File: src/rtl/debug_packet_receiver_assert.svh
// assertion macros for the debug packet receiver
// expects clk and rst in the scope of the module that uses them
`ifndef DEBUG_PACKET_RECEIVER_ASSERT_SVH
`define DEBUG_PACKET_RECEIVER_ASSERT_SVH

`ifndef ASSERT_OFF
// checked only outside reset
`define DPR_ASSERT(name, prop, msg) \
  name: assert property (@(posedge clk) disable iff (rst) prop) else $error(msg);
// checked at every edge, reset included
`define DPR_ASSERT_ALWAYS(name, prop, msg) \
  name: assert property (@(posedge clk) prop) else $error(msg);
`else
`define DPR_ASSERT(name, prop, msg)
`define DPR_ASSERT_ALWAYS(name, prop, msg)
`endif

`endif

File: src/rtl/dbgrx_pkg.sv
// shared types, constants and helpers of the debug packet receiver
// no dependencies
package dbgrx_pkg;

  localparam int BUF_DEPTH_DEF = 512;

  localparam int RX_TDATA_W = 24;
  localparam int TX_TDATA_W = 24;
  localparam int CFG_IDX_W  = 3;
  localparam int CFG_DATA_W = 10;
  localparam int LEN_W      = 9;
  localparam int MAXLEN_W   = 10;

  localparam int JOBQ_DEPTH = 4;
  localparam int JOBQ_PTR_W = 2;
  localparam int JOBQ_CNT_W = 3;

  // configuration register indexes
  localparam logic [CFG_IDX_W-1:0] REG_START_CHAR = 3'd0;
  localparam logic [CFG_IDX_W-1:0] REG_END_CHAR   = 3'd1;
  localparam logic [CFG_IDX_W-1:0] REG_ACK_CHAR   = 3'd2;
  localparam logic [CFG_IDX_W-1:0] REG_NAK_CHAR   = 3'd3;
  localparam logic [CFG_IDX_W-1:0] REG_MAX_LEN    = 3'd4;

  // request types on the input
  localparam logic REQ_BYTE = 1'b0;
  localparam logic REQ_READ = 1'b1;

  // result kinds on the output
  localparam logic [1:0] KIND_TX     = 2'd0;
  localparam logic [1:0] KIND_ACCEPT = 2'd1;
  localparam logic [1:0] KIND_READ   = 2'd2;

  localparam logic [6:0] SEQ_SEP = 7'h3a;

  typedef enum logic [1:0] {
    JOB_READ,
    JOB_NAK,
    JOB_ACK,
    JOB_ACK_SEQ
  } job_kind_t;

  // one queued response, expands to one to four output beats
  typedef struct packed {
    job_kind_t         kind;
    logic [7:0]        first;
    logic [6:0]        seq0;
    logic [6:0]        seq1;
    logic [LEN_W-1:0]  len;
  } job_t;

  // hex digit value, 5-bit two's complement, all ones when not a digit
  function automatic logic [4:0] hex_value(input logic [7:0] c);
    logic [4:0] r;
    r = 5'h1f;
    if (c >= 8'h30 && c <= 8'h39) begin
      r = 5'(c - 8'h30);
    end else if (c >= 8'h61 && c <= 8'h66) begin
      r = 5'(c - 8'h57);
    end else if (c >= 8'h41 && c <= 8'h46) begin
      r = 5'(c - 8'h37);
    end
    return r;
  endfunction

endpackage

File: src/rtl/dbgrx_emit.sv
// response queue and beat sequencer of the debug packet receiver
// depends on dbgrx_pkg and debug_packet_receiver_assert.svh
`include "debug_packet_receiver_assert.svh"

module dbgrx_emit (
  input  logic                              clk,
  input  logic                              rst,
  input  logic                              push,
  input  dbgrx_pkg::job_t                   job,
  output logic [dbgrx_pkg::JOBQ_CNT_W-1:0]  count,
  output logic                              m_axis_tvalid,
  input  logic                              m_axis_tready,
  output logic [dbgrx_pkg::TX_TDATA_W-1:0]  m_axis_tdata,
  output logic [1:0]                        m_axis_tuser,
  output logic                              m_axis_tlast
);

  dbgrx_pkg::job_t                  q [dbgrx_pkg::JOBQ_DEPTH];
  logic [dbgrx_pkg::JOBQ_PTR_W-1:0] wr_ptr;
  logic [dbgrx_pkg::JOBQ_PTR_W-1:0] rd_ptr;
  logic [1:0]                       beat;
  logic [1:0]                       last_beat;
  dbgrx_pkg::job_t                  head;
  logic [7:0]                       o_byte;
  logic [dbgrx_pkg::LEN_W-1:0]      o_len;
  logic [1:0]                       o_kind;
  logic                             fire;
  logic                             pop;

  assign head          = q[rd_ptr];
  assign m_axis_tvalid = (count != '0);
  assign fire          = m_axis_tvalid && m_axis_tready;
  assign m_axis_tlast  = (beat == last_beat);
  assign pop           = fire && m_axis_tlast;

  always_comb begin
    last_beat = 2'd0;
    o_kind    = dbgrx_pkg::KIND_TX;
    o_byte    = head.first;
    o_len     = '0;
    case (head.kind)
      dbgrx_pkg::JOB_READ: begin
        o_kind = dbgrx_pkg::KIND_READ;
      end
      dbgrx_pkg::JOB_NAK: begin
        o_kind = dbgrx_pkg::KIND_TX;
      end
      dbgrx_pkg::JOB_ACK: begin
        last_beat = 2'd1;
        if (beat != 2'd0) begin
          o_kind = dbgrx_pkg::KIND_ACCEPT;
          o_byte = '0;
          o_len  = head.len;
        end
      end
      dbgrx_pkg::JOB_ACK_SEQ: begin
        last_beat = 2'd3;
        case (beat)
          2'd0: o_byte = head.first;
          2'd1: o_byte = {1'b0, head.seq0};
          2'd2: o_byte = {1'b0, head.seq1};
          default: begin
            o_kind = dbgrx_pkg::KIND_ACCEPT;
            o_byte = '0;
            o_len  = head.len;
          end
        endcase
      end
      default: begin
        o_kind = dbgrx_pkg::KIND_TX;
      end
    endcase
  end

  // tdata: out_byte [7:0], packet_len [16:8], zero pad
  assign m_axis_tdata = {{(dbgrx_pkg::TX_TDATA_W - 8 - dbgrx_pkg::LEN_W){1'b0}}, o_len, o_byte};
  assign m_axis_tuser = o_kind;

  always_ff @(posedge clk) begin
    if (push) begin
      q[wr_ptr] <= job;
    end
  end

  always_ff @(posedge clk) begin
    if (rst) begin
      wr_ptr <= '0;
      rd_ptr <= '0;
      count  <= '0;
      beat   <= '0;
    end else begin
      if (push) begin
        wr_ptr <= wr_ptr + 1'b1;
      end
      if (pop) begin
        rd_ptr <= rd_ptr + 1'b1;
      end
      if (fire) begin
        beat <= m_axis_tlast ? 2'd0 : beat + 2'd1;
      end
      count <= count + dbgrx_pkg::JOBQ_CNT_W'(push) - dbgrx_pkg::JOBQ_CNT_W'(pop);
    end
  end

  `DPR_ASSERT(a_count_cap, count <= dbgrx_pkg::JOBQ_DEPTH, "job queue count beyond depth")
  `DPR_ASSERT(a_push_room, push && (count == dbgrx_pkg::JOBQ_DEPTH) |-> pop, "push into full queue")
  `DPR_ASSERT(a_beat_range, (count != '0) |-> (beat <= last_beat), "beat index past job end")

endmodule

File: src/rtl/debug_packet_receiver.sv
// debug packet receiver top level: byte parser, payload store, read-back
// depends on dbgrx_pkg, dbgrx_emit and debug_packet_receiver_assert.svh
//
//   port group   dir  beat contents
//   s_axis_*     in   serial byte or payload read request
//   m_axis_*     out  byte to send, packet accepted report, or read data
//   cfg_*        in   register write, index 0..4, no read-back
//
// one input beat per cycle while s_axis_tready is high; a parser step and a store access per beat
// the payload store is a single-port-write, registered-read memory; read
//   data lands in the next cycle in a stage that pushes into a 4-deep job queue
// a packet end with a good checksum yields up to four output beats, sent one per cycle
//   while m_axis_tready is high; input stalls while four jobs wait in the stage and queue
// rst is synchronous; the store has no clearing pass and is ready at once
`include "debug_packet_receiver_assert.svh"

module debug_packet_receiver #(
  parameter int BUF_DEPTH = dbgrx_pkg::BUF_DEPTH_DEF
) (
  input  logic                                clk,
  input  logic                                rst,
  // serial input and read requests
  input  logic                                s_axis_tvalid,
  output logic                                s_axis_tready,
  input  logic [dbgrx_pkg::RX_TDATA_W-1:0]    s_axis_tdata,  // rx_byte [7:0], read_index [16:8]
  input  logic [0:0]                          s_axis_tuser,  // req_type [0]
  // responses
  output logic                                m_axis_tvalid,
  input  logic                                m_axis_tready,
  output logic [dbgrx_pkg::TX_TDATA_W-1:0]    m_axis_tdata,  // out_byte [7:0], packet_len [16:8]
  output logic [1:0]                          m_axis_tuser,  // out_kind [1:0]
  output logic                                m_axis_tlast,
  // configuration
  input  logic                                cfg_we,
  input  logic [dbgrx_pkg::CFG_IDX_W-1:0]     cfg_index,
  input  logic [dbgrx_pkg::CFG_DATA_W-1:0]    cfg_data
);

  localparam int AW    = $clog2(BUF_DEPTH);
  localparam int CNT_W = $clog2(BUF_DEPTH + 1);
  localparam int CMP_W = (CNT_W > dbgrx_pkg::MAXLEN_W) ? CNT_W : dbgrx_pkg::MAXLEN_W;
  localparam int PW    = ((AW > 10) ? AW : 10) + 1;
  localparam int LEN_MAX = (1 << dbgrx_pkg::LEN_W) - 1;

  typedef enum logic [1:0] {
    PH_HUNT,
    PH_DATA,
    PH_HIGH,
    PH_LOW
  } phase_t;

  // configuration registers
  logic [7:0]                         start_char;
  logic [7:0]                         end_char;
  logic [7:0]                         ack_char;
  logic [7:0]                         nak_char;
  logic [dbgrx_pkg::MAXLEN_W-1:0]     max_len;

  // parser state
  phase_t                             phase;
  logic [7:0]                         running_sum;
  logic [CNT_W-1:0]                   stored_count;
  logic [4:0]                         high_digit;
  logic [CNT_W-1:0]                   accepted_len;
  logic                               seq_drop;     // payload starts at offset 3
  logic [6:0]                         byte0;
  logic [6:0]                         byte1;
  logic [6:0]                         byte2;

  // payload store
  logic [6:0]                         mem [BUF_DEPTH];
  logic [6:0]                         mem_q;
  logic [AW-1:0]                      rd_addr;
  logic                               wr_en;

  // input beat fields
  logic                               req_type;
  logic [7:0]                         rx_byte;
  logic [8:0]                         read_index;
  logic                               s_fire;

  // decode
  logic                               at_limit;
  logic [4:0]                         lo_digit;
  logic [9:0]                         expected;
  logic                               sum_match;
  logic                               seq_hit;
  logic [CNT_W-1:0]                   len_full;
  logic [dbgrx_pkg::LEN_W-1:0]        len_sat;
  logic [PW-1:0]                      rd_pos;
  logic                               rd_ok;
  logic                               new_push;
  dbgrx_pkg::job_t                    new_job;

  // read stage between store and job queue
  logic                               a_valid;
  logic                               a_rd_ok;
  dbgrx_pkg::job_t                    a_job;
  dbgrx_pkg::job_t                    push_job;
  logic [dbgrx_pkg::JOBQ_CNT_W-1:0]   q_count;

  assign req_type   = s_axis_tuser[0];
  assign rx_byte    = s_axis_tdata[7:0];
  assign read_index = s_axis_tdata[16:8];

  // room for this beat's job even if the stage ahead also pushes
  assign s_axis_tready = (dbgrx_pkg::JOBQ_CNT_W'(q_count) + dbgrx_pkg::JOBQ_CNT_W'(a_valid))
                         < dbgrx_pkg::JOBQ_CNT_W'(dbgrx_pkg::JOBQ_DEPTH);
  assign s_fire = s_axis_tvalid && s_axis_tready;

  // store limit is min(max_len, BUF_DEPTH)
  assign at_limit = (CMP_W'(stored_count) >= CMP_W'(max_len)) ||
                    (CMP_W'(stored_count) >= CMP_W'(BUF_DEPTH));

  // checksum: sum == 16*high + low with invalid digits as -1
  assign lo_digit  = dbgrx_pkg::hex_value(rx_byte);
  assign expected  = {high_digit[4], high_digit, 4'b0000} + {{5{lo_digit[4]}}, lo_digit};
  assign sum_match = ({2'b00, running_sum} == expected);

  // sequence id present when byte 2 of a packet of three or more is ':'
  assign seq_hit  = (CMP_W'(stored_count) >= CMP_W'(3)) && (byte2 == dbgrx_pkg::SEQ_SEP);
  assign len_full = seq_hit ? stored_count - CNT_W'(3) : stored_count;
  assign len_sat  = (CMP_W'(len_full) > CMP_W'(LEN_MAX)) ? dbgrx_pkg::LEN_W'(LEN_MAX)
                                                         : dbgrx_pkg::LEN_W'(len_full);

  // host read address and bounds
  assign rd_pos  = PW'(read_index) + (seq_drop ? PW'(3) : PW'(0));
  assign rd_ok   = (CMP_W'(read_index) < CMP_W'(accepted_len)) && (rd_pos < PW'(BUF_DEPTH));
  assign rd_addr = rd_pos[AW-1:0];

  assign wr_en = s_fire && (req_type == dbgrx_pkg::REQ_BYTE) && (phase == PH_DATA) &&
                 !at_limit && (rx_byte != end_char);

  // which response, if any, this beat produces
  always_comb begin
    new_push      = 1'b0;
    new_job.kind  = dbgrx_pkg::JOB_NAK;
    new_job.first = nak_char;
    new_job.seq0  = byte0;
    new_job.seq1  = byte1;
    new_job.len   = len_sat;
    if (req_type == dbgrx_pkg::REQ_READ) begin
      new_push     = 1'b1;
      new_job.kind = dbgrx_pkg::JOB_READ;
    end else begin
      case (phase)
        PH_DATA: begin
          new_push = at_limit;
        end
        PH_LOW: begin
          new_push = 1'b1;
          if (sum_match) begin
            new_job.kind  = seq_hit ? dbgrx_pkg::JOB_ACK_SEQ : dbgrx_pkg::JOB_ACK;
            new_job.first = ack_char;
          end
        end
        default: begin
          new_push = 1'b0;
        end
      endcase
    end
  end

  // payload store, one write and one registered read per cycle, only on an accepted beat
  always_ff @(posedge clk) begin
    if (wr_en) begin
      mem[stored_count[AW-1:0]] <= rx_byte[6:0];
    end
    if (s_fire) begin
      mem_q <= mem[rd_addr];
    end
  end

  // first three payload bytes kept aside for the sequence check and echo
  always_ff @(posedge clk) begin
    if (wr_en) begin
      if (stored_count == CNT_W'(0)) begin
        byte0 <= rx_byte[6:0];
      end
      if (stored_count == CNT_W'(1)) begin
        byte1 <= rx_byte[6:0];
      end
      if (stored_count == CNT_W'(2)) begin
        byte2 <= rx_byte[6:0];
      end
    end
  end

  // read stage payload
  always_ff @(posedge clk) begin
    if (s_fire) begin
      a_job   <= new_job;
      a_rd_ok <= rd_ok;
    end
  end

  // parser state machine and configuration
  always_ff @(posedge clk) begin
    if (rst) begin
      start_char   <= 8'd36;
      end_char     <= 8'd35;
      ack_char     <= 8'd43;
      nak_char     <= 8'd45;
      max_len      <= 10'd512;
      phase        <= PH_HUNT;
      running_sum  <= '0;
      stored_count <= '0;
      high_digit   <= '0;
      accepted_len <= '0;
      seq_drop     <= 1'b0;
      a_valid      <= 1'b0;
    end else begin
      if (cfg_we) begin
        case (cfg_index)
          dbgrx_pkg::REG_START_CHAR: start_char <= cfg_data[7:0];
          dbgrx_pkg::REG_END_CHAR:   end_char   <= cfg_data[7:0];
          dbgrx_pkg::REG_ACK_CHAR:   ack_char   <= cfg_data[7:0];
          dbgrx_pkg::REG_NAK_CHAR:   nak_char   <= cfg_data[7:0];
          dbgrx_pkg::REG_MAX_LEN:    max_len    <= cfg_data;
          default: begin
          end
        endcase
      end
      a_valid <= s_fire && new_push;
      if (s_fire && (req_type == dbgrx_pkg::REQ_BYTE)) begin
        case (phase)
          PH_HUNT: begin
            if (rx_byte == start_char) begin
              phase        <= PH_DATA;
              running_sum  <= '0;
              stored_count <= '0;
              accepted_len <= '0;
              seq_drop     <= 1'b0;
            end
          end
          PH_DATA: begin
            if (at_limit) begin
              phase <= PH_HUNT;
            end else if (rx_byte == end_char) begin
              phase <= PH_HIGH;
            end else begin
              running_sum  <= running_sum + {1'b0, rx_byte[6:0]};
              stored_count <= stored_count + CNT_W'(1);
            end
          end
          PH_HIGH: begin
            high_digit <= lo_digit;
            phase      <= PH_LOW;
          end
          PH_LOW: begin
            phase <= PH_HUNT;
            if (sum_match) begin
              seq_drop     <= seq_hit;
              accepted_len <= len_full;
            end
          end
          default: begin
            phase <= PH_HUNT;
          end
        endcase
      end
    end
  end

  // read data resolves here, zero beyond the accepted length
  always_comb begin
    push_job = a_job;
    if (a_job.kind == dbgrx_pkg::JOB_READ) begin
      push_job.first = a_rd_ok ? {1'b0, mem_q} : 8'd0;
      push_job.len   = '0;
    end
  end

  dbgrx_emit u_emit (
    .clk           (clk),
    .rst           (rst),
    .push          (a_valid),
    .job           (push_job),
    .count         (q_count),
    .m_axis_tvalid (m_axis_tvalid),
    .m_axis_tready (m_axis_tready),
    .m_axis_tdata  (m_axis_tdata),
    .m_axis_tuser  (m_axis_tuser),
    .m_axis_tlast  (m_axis_tlast)
  );

  `DPR_ASSERT(a_count_cap, stored_count <= BUF_DEPTH, "stored count beyond store depth")
  `DPR_ASSERT(a_len_cap, accepted_len <= stored_count, "accepted length beyond stored count")
  `DPR_ASSERT(a_offset_room, seq_drop |-> (CMP_W'(accepted_len) + CMP_W'(3) <= CMP_W'(stored_count)), "sequence offset past stored data")

endmodule

File: config.mk
export PLATFORM = sky130hd
export DESIGN_NAME = debug_packet_receiver
export DESIGN_NICKNAME = d
export VERILOG_FILES = /design/src/rtl/dbgrx_pkg.sv /design/src/rtl/dbgrx_emit.sv /design/src/rtl/debug_packet_receiver.sv
export VERILOG_INCLUDE_DIRS = /design/src /design/src/rtl
export SDC_FILE = /design/constraint.sdc
export NUM_CORES = 2
export LEC_CHECK = 0
export BUFFER_PORTS_ARGS = -buffer_cell sky130_fd_sc_hd__buf_2
export CAP_MARGIN = 20
export CORE_MARGIN = 5
export CORE_UTILIZATION = 40
export CTS_BUF_LIST = sky130_fd_sc_hd__clkbuf_16
export CTS_CLUSTER_DIAMETER = 60
export DETAILED_ROUTE_END_ITERATION = 7
export SYNTH_ARGS = -nofsm -noshare
export SYNTH_HDL_FRONTEND = slang
export SYNTH_SLANG_ARGS = --single-unit
File: constraint.sdc
create_clock -name clk -period 4.3 [get_ports clk]
set_input_delay 0.645 -clock clk [delete_from_list [all_inputs] [get_ports clk]]
set_output_delay 0.645 -clock clk [all_outputs]
set_load 0.05 [all_outputs]
[Word level (Yosys, flattened, before mapping)]
Memories as Yosys holds them, arrays and structs flattened. A register that Yosys moved wholly into a read port is not among the register bits.
Cells that the tools add are included.
Storage, ports and cells
  register bits after elaboration: 143
  bits in writable memories: 3716
  input bits: 43
  output and inout port bits: 29
  memories: 2
Memory list
  mem: words 512, bits a word 7, read ports 1, clocked after memory_dff 1, wr ports 1, RTL line debug_packet_receiver.sv:71  | logic [6:0] mem [BUF_DEPTH];
  u_emit.q: words 4, bits a word 33, read ports 1, clocked after memory_dff 1, wr ports 1, RTL line dbgrx_emit.sv:18  | dbgrx_pkg::job_t q [dbgrx_pkg::JOBQ_DEPTH];
Operators by class
  add/sub/neg operators: 13
  magnitude comparators: 13
  equal/unequal tests: 25
  mux-type cells: 48
  bitwise logic cells: 3
  reduce and logical (&&, ||, !) cells: 39
Operators with widths (number)
  10-bit two-way mux: 5
  8-bit two-way mux: 6
  9-bit two-way mux: 5
  10-bit one-hot mux with 2 select lines: 2
  8-bit one-hot mux with 2 select lines: 2
  8-bit one-hot mux with 3 select lines: 1
  9-bit one-hot mux with 2 select lines: 1
  2-bit AND reduction: 9
  8-bit == test: 2
  8-bit by 7-bit greater-or-equal comparator with 1-bit output, second input constant: 2
  8-bit by 7-bit <= comparator with 1-bit output, second input constant: 2
  2-bit one-hot mux with 4 select lines: 2
  5-bit two-way mux: 3
  5-bit subtractor, second input constant: 3
  2-bit two-way mux: 7
  1-bit logical AND: 13
  10-bit by 1-bit adder with 10-bit output, second input constant: 1
  9-bit by 2-bit adder with 10-bit output: 1
  9-bit by 5-bit adder with 10-bit output: 1
  10-bit by 1-bit == test with 1-bit output, second input constant: 1
  10-bit by 2-bit == test with 1-bit output, second input constant: 1
  2-bit == test, second input constant: 5
  8-bit by 10-bit == test with 1-bit output: 1
  10-bit greater-or-equal comparator: 1
  other kinds (38): 64

[Depth between registers and ports, before layout]
  depth in word-level cells: 10
  depth in mapped cells: 17

[By module]
A second synthesis with hierarchy kept.
Second synthesis, totals
  cell total of the unflattened synthesis: 7335
  area, all modules: 152018.3 µm²
Modules (own cells, without submodules)
  debug_packet_receiver: instances 1, cells an instance 7037, area each 146235.3 µm²
  dbgrx_emit: instances 1, cells an instance 298, area each 5783.0 µm²

[Worst setup path before layout]
Ideal clock, no wire load.
  path kind: reg-to-reg
  start point: register a_valid
  end point: memory mem[191][0], enable pin
  setup time: 0.382 ns
  data arrival time: 4.016 ns
  path slack: -0.097 ns
  stages on the path, launching flop included: 12
  buffers on the path: 1
  clock period less this slack: 4.397 ns
  path through: dfxtp_1 ha_1 ha_1 xnor2_1 nand2_1 nor2_1 nand2_1 or2_2 a211oi_1 buf_2 or3b_1 nor3b_1
On the way
  longest elaborated chain between the ends: 9
RTL lines
  from (decl): RTL line debug_packet_receiver.sv:96  | logic a_valid;
  from (signal assigned): RTL line debug_packet_receiver.sv:224  | a_valid <= s_fire && new_push;
  3-bit by 1-bit adder with 3-bit output: RTL line debug_packet_receiver.sv:107  | assign s_axis_tready = (dbgrx_pkg::JOBQ_CNT_W'(q_count) + dbgrx_pkg::JOBQ_CNT_W'(a_valid))
  3-bit less-than comparator: RTL line debug_packet_receiver.sv:108  | < dbgrx_pkg::JOBQ_CNT_W'(dbgrx_pkg::JOBQ_DEPTH);
  named net s_axis_tready: RTL line debug_packet_receiver.sv:24  | output logic s_axis_tready,
  1-bit logical AND: RTL line debug_packet_receiver.sv:109  | assign s_fire = s_axis_tvalid && s_axis_tready;
  1-bit logical AND (3 in a row): RTL line debug_packet_receiver.sv:131  | assign wr_en = s_fire && (req_type == dbgrx_pkg::REQ_BYTE) && (phase == PH_DATA) &&
  1-bit logical AND: RTL line debug_packet_receiver.sv:132  | !at_limit && (rx_byte != end_char);
  1-bit two-way mux: RTL line debug_packet_receiver.sv:166  | if (wr_en) begin
  1-bit two-way mux (not written as such): RTL line debug_packet_receiver.sv:167  | mem[stored_count[AW-1:0]] <= rx_byte[6:0];
  to (decl): RTL line debug_packet_receiver.sv:71
The timed path passes the listed nets, and every way through them passes these cells.

[Final worst setup path]
  start point: register seq_drop
  end point: register mem_q[6] (read register of mem), data pin
On the way
  longest elaborated chain between the ends: 2
RTL lines
  from (decl): RTL line debug_packet_receiver.sv:65  | logic seq_drop;
  from (signal assigned): RTL line debug_packet_receiver.sv:253  | seq_drop <= seq_hit;
  2-bit two-way mux: RTL line debug_packet_receiver.sv:127  | assign rd_pos = PW'(read_index) + (seq_drop ? PW'(3) : PW'(0));
  9-bit by 2-bit adder with 10-bit output: RTL line debug_packet_receiver.sv:127
  to (decl): RTL line debug_packet_receiver.sv:72  | logic [6:0] mem_q;
No other way between the ends.
A chain may end at the register's enable or synchronous reset.

==> results.toml <==
[clock_tree]
clkLatencyLatePin_ps = 970
cts_tree = "built"
cts_made_buffers = 402
htreeDepth = 5
cts.sinks = 3868
clk_pin_slew_ps = 60
cts_root_buf = "clkbuf_16"
clk_path_buf_depth = 4

[timing]
worst_slew_pin_slew_ps = 1230
finalHoldViolCount = 0
drv_slew = 0
final-setup-viol-count = 6
setup_tns_ps = -447
fin_hold_ws_ps = 95.0
max-slew-margin-rel_pct = 18.2
period_share_pct = 103
final.setup.worst_slack_ps = -125
max_freq_mhz = 226
finClkSkew_ps = 73.0
rsz0062_at_grt = "true"
period_minus_slack_ps = 4420

[synthesis]
synth_area_sq_um = 152000
syn_inst = 7352
ys_seq_area_share_pct = 75.8
async_reset_ff_share_pct = 0
synth_cell_type_count = 73
synth_edf_count = 3778
ys.flop_type = "edfxtp_1"
syn_area_per_cell_sq_um = 20.7
ys_warn_count = 0
ys_ff_latch = 3868

[hold_path]
hold_depth = 1
hold_path.class = "input pin to flip-flop"
hold_start = "s_axis_tdata[6]"
hold_end = "mem[282][6]"

[global_route]
grt_pass1_vias = 79500
grt_overflow = 0
grt_pass1_wl_um = 580000
grt_max_degree = 212
grt_use_total_pct = 20.3
antenna_found_initial = 24

[routing]
dr.pass1.iters = 5
route.antenna.remaining_nets = 0
vias_per_cell = 5.62
wl_per_cell_um = 29.1
drc = 0
wl_met2_um = 191000
vias = 78300
drtIter0Drc = 8970
wl_met3_um = 34000
top_layer = "met5"
wirelength_met1_um = 165000
routed_wl_um = 406000

[setup_path]
reg2regPathDepth = 11
rrSetupSlack_ps = -120
cp.required_ps = 4990
crit_path_end_kind = "flip-flop"
cp-start-kind = "flip-flop"
critical_path_class = "flip-flop to flip-flop"
cp.arrival_ps = 5120
path_max_fanout = 8
r2r_start = "seq_drop"
timing.rr.end = "mem_q[6]"

[placement]
gp_congestion = 0.862
portBuffers = 57
place_hpwl_um = 262000

[floorplanning]
dieHeight_um = 626
fp.dieW_um = 626
die_area_sq_um = 392000
initial_core_util_pct = 40.1
io_pins = 72
fp.coreArea_sq_um = 379000
fp-row-count = 226

[outcome]
violations = "setup timing"
status = "finished, violations left"

[cells_and_area]
drive_above_1_share_pct = 33.6
nNetsFinal = 8690
final_util_pct = 47.8
syn2layout_area_growth_pct = 19.0

[power]
power.density_nw_per_um2 = 442
p_leak_nw = 59.0
peakVddDrop_v = 0.000329

[flow_run]
drv_cap = 0
[how the worst max path moves through the flow]
stage	slack [ps]	cells past startpoint	startpoint	to
6_report	-120	11	seq_drop	mem_q[6]
5_1_grt	-180	12	seq_drop	mem_q[6]
4_1_cts	-130	12	seq_drop	mem_q[5]
3_5_place_dp	-760	13	s_axis_tdata[8]	mem_q[0]
3_3_place_gp	-780	12	s_axis_tdata[8]	mem_q[6]
2_1_floorplan	220	13	s_axis_tdata[8]	mem_q[2]
[metal layers]
metal | vias to the layer above | GRT usage, %
met1 | 41600 | 28.8
met5 | - | 0
li1 | 32600 | -
met3 | 683 | 3.76
met2 | 3340 | 32.1
met4 | 10 | 6.72
[what timing repair did]
| item | in CTS | in global routing |
|---|---|---|
| setup buffers | 8 | 53 |
| endpoints found under the setup margin | 6 | 55 |
| hold buffers | 13 | 0 |
| gates cloned | 4 | 8 |
| hold endpoints to repair | 42 | 0 |
| pin swaps | 2 | 11 |
| gates resized for setup | 46 | 85 |
[synthesized netlist by cell type, types with 9 or more instances]
cell	instances	share of area, %
o22ai_1	14	0.058
nand4_1	25	0.10
edfxtp_1	3778	75
a22oi_1	17	0.084
nand3_1	160	0.53
mux2_2	9	0.067
o21ai_0	44	0.14
a32oi_1	16	0.092
nand2b_1	9	0.037
buf_4	81	0.40
and2_1	30	0.12
a31oi_1	17	0.070
and3_1	32	0.13
buf_1	34	0.084
mux2i_1	76	0.50
xnor2_1	38	0.22
clkbuf_1	181	0.45
nor3_1	13	0.043
mux4_2	1076	16
nor2b_1	18	0.074
nand3b_1	14	0.069
ha_1	51	0.42
nand2_1	530	1.3
a21oi_1	67	0.22
a221oi_1	22	0.13
nor2_1	588	1.5
dfxtp_1	90	1.2
xor2_1	12	0.069
a211o_1	10	0.058
a21o_1	10	0.049
buf_6	22	0.16
inv_1	52	0.13
buf_2	104	0.34
[critical path, cell delays in order, from the launching register on]
cell,delay [ps]
dfxtp_4,360
ha_4,170
fa_4,950
buf_16,200
buf_16,190
buf_12,110
mux4_2,300
mux4_2,530
mux4_2,570
a22oi_2,430
buf_4,190
nand4_1,80
[stage by stage]
stage	power [mW]	instance area (sq um)	instances	setup slack, ps
4_1_cts	80.4	180000	13900	-128
6_report	79.9	181000	13900	-125
3_3_place_gp	46.5	166000	13100	-777
2_1_floorplan	44.4	152000	7358	220
5_1_grt	82.4	181000	13900	-179
3_5_place_dp	46.6	166000	13100	-757
[registers in the layout, summed over array words and instances (netlist names), 3 cells and up, named ones only]
signal and count:
accepted_len 10, u_emit.count 3, running_sum 8, mem 3584
high_digit 5, ack_char 8, end_char 8, byte0 7
nak_char 8, mem_q 7, byte1 7, a_job 33
max_len 10, start_char 8, stored_count 10, u_emit.q 132
byte2 7
[layout by cell type (no fill, tap or decap), types with 34 or more instances in the layout]
| cell type | instances |
|---|---|
| edfxtp_1 | 3778 |
| mux4_2 | 1076 |
| buf_4 | 1022 |
| nor2_1 | 573 |
| nand2_1 | 520 |
| clkbuf_16 | 418 |
| nand3_1 | 158 |
| inv_1 | 123 |
| buf_12 | 100 |
| dfxtp_1 | 88 |
| clkinv_1 | 80 |
| clkinv_2 | 78 |
| mux2i_1 | 69 |
| a21oi_1 | 62 |
| ha_1 | 50 |
| buf_2 | 50 |
| bufinv_16 | 36 |
| xnor2_1 | 35 |
| o21ai_0 | 34 |
[where the power goes]
part | internal [mW] | total (mW) | leakage, nW | switching (mW)
Combinational | 1.82 | 4.48 | 17.7 | 2.65
Clock | 19.5 | 34.0 | 6.60 | 14.5
Sequential | 41.4 | 41.5 | 34.7 | 0.0641
[cells by family (layout without fill, tap and decap cells)]
group	count (synthesis)	count (layout)	synth area share (%)
DFF	3868	3868	75.8
and+or+nand+nor	1466	1466	4.11
muxes	1161	1161	16.5
buffers and inverters	474	2038	1.57
AOI/OAI and AO/OA	278	278	1.23
adders and majority gates	54	54	0.459
xor gates and xnor gates	50	50	0.288
other	1	15	0.00247
[layout make-up]
type | instances | area (sq um)
inverter | 52 | 198
clock buffer | 410 | 10300
tap | 5016 | 6280
sequential | 3868 | 115000
multi-input combinational | 3016 | 34800
timing repair buffer | 1253 | 11300
clock inverter | 323 | 2670
fill | 30800 | 198000
antenna | 8 | 20.0
Power figures use the tool's default switching activity.
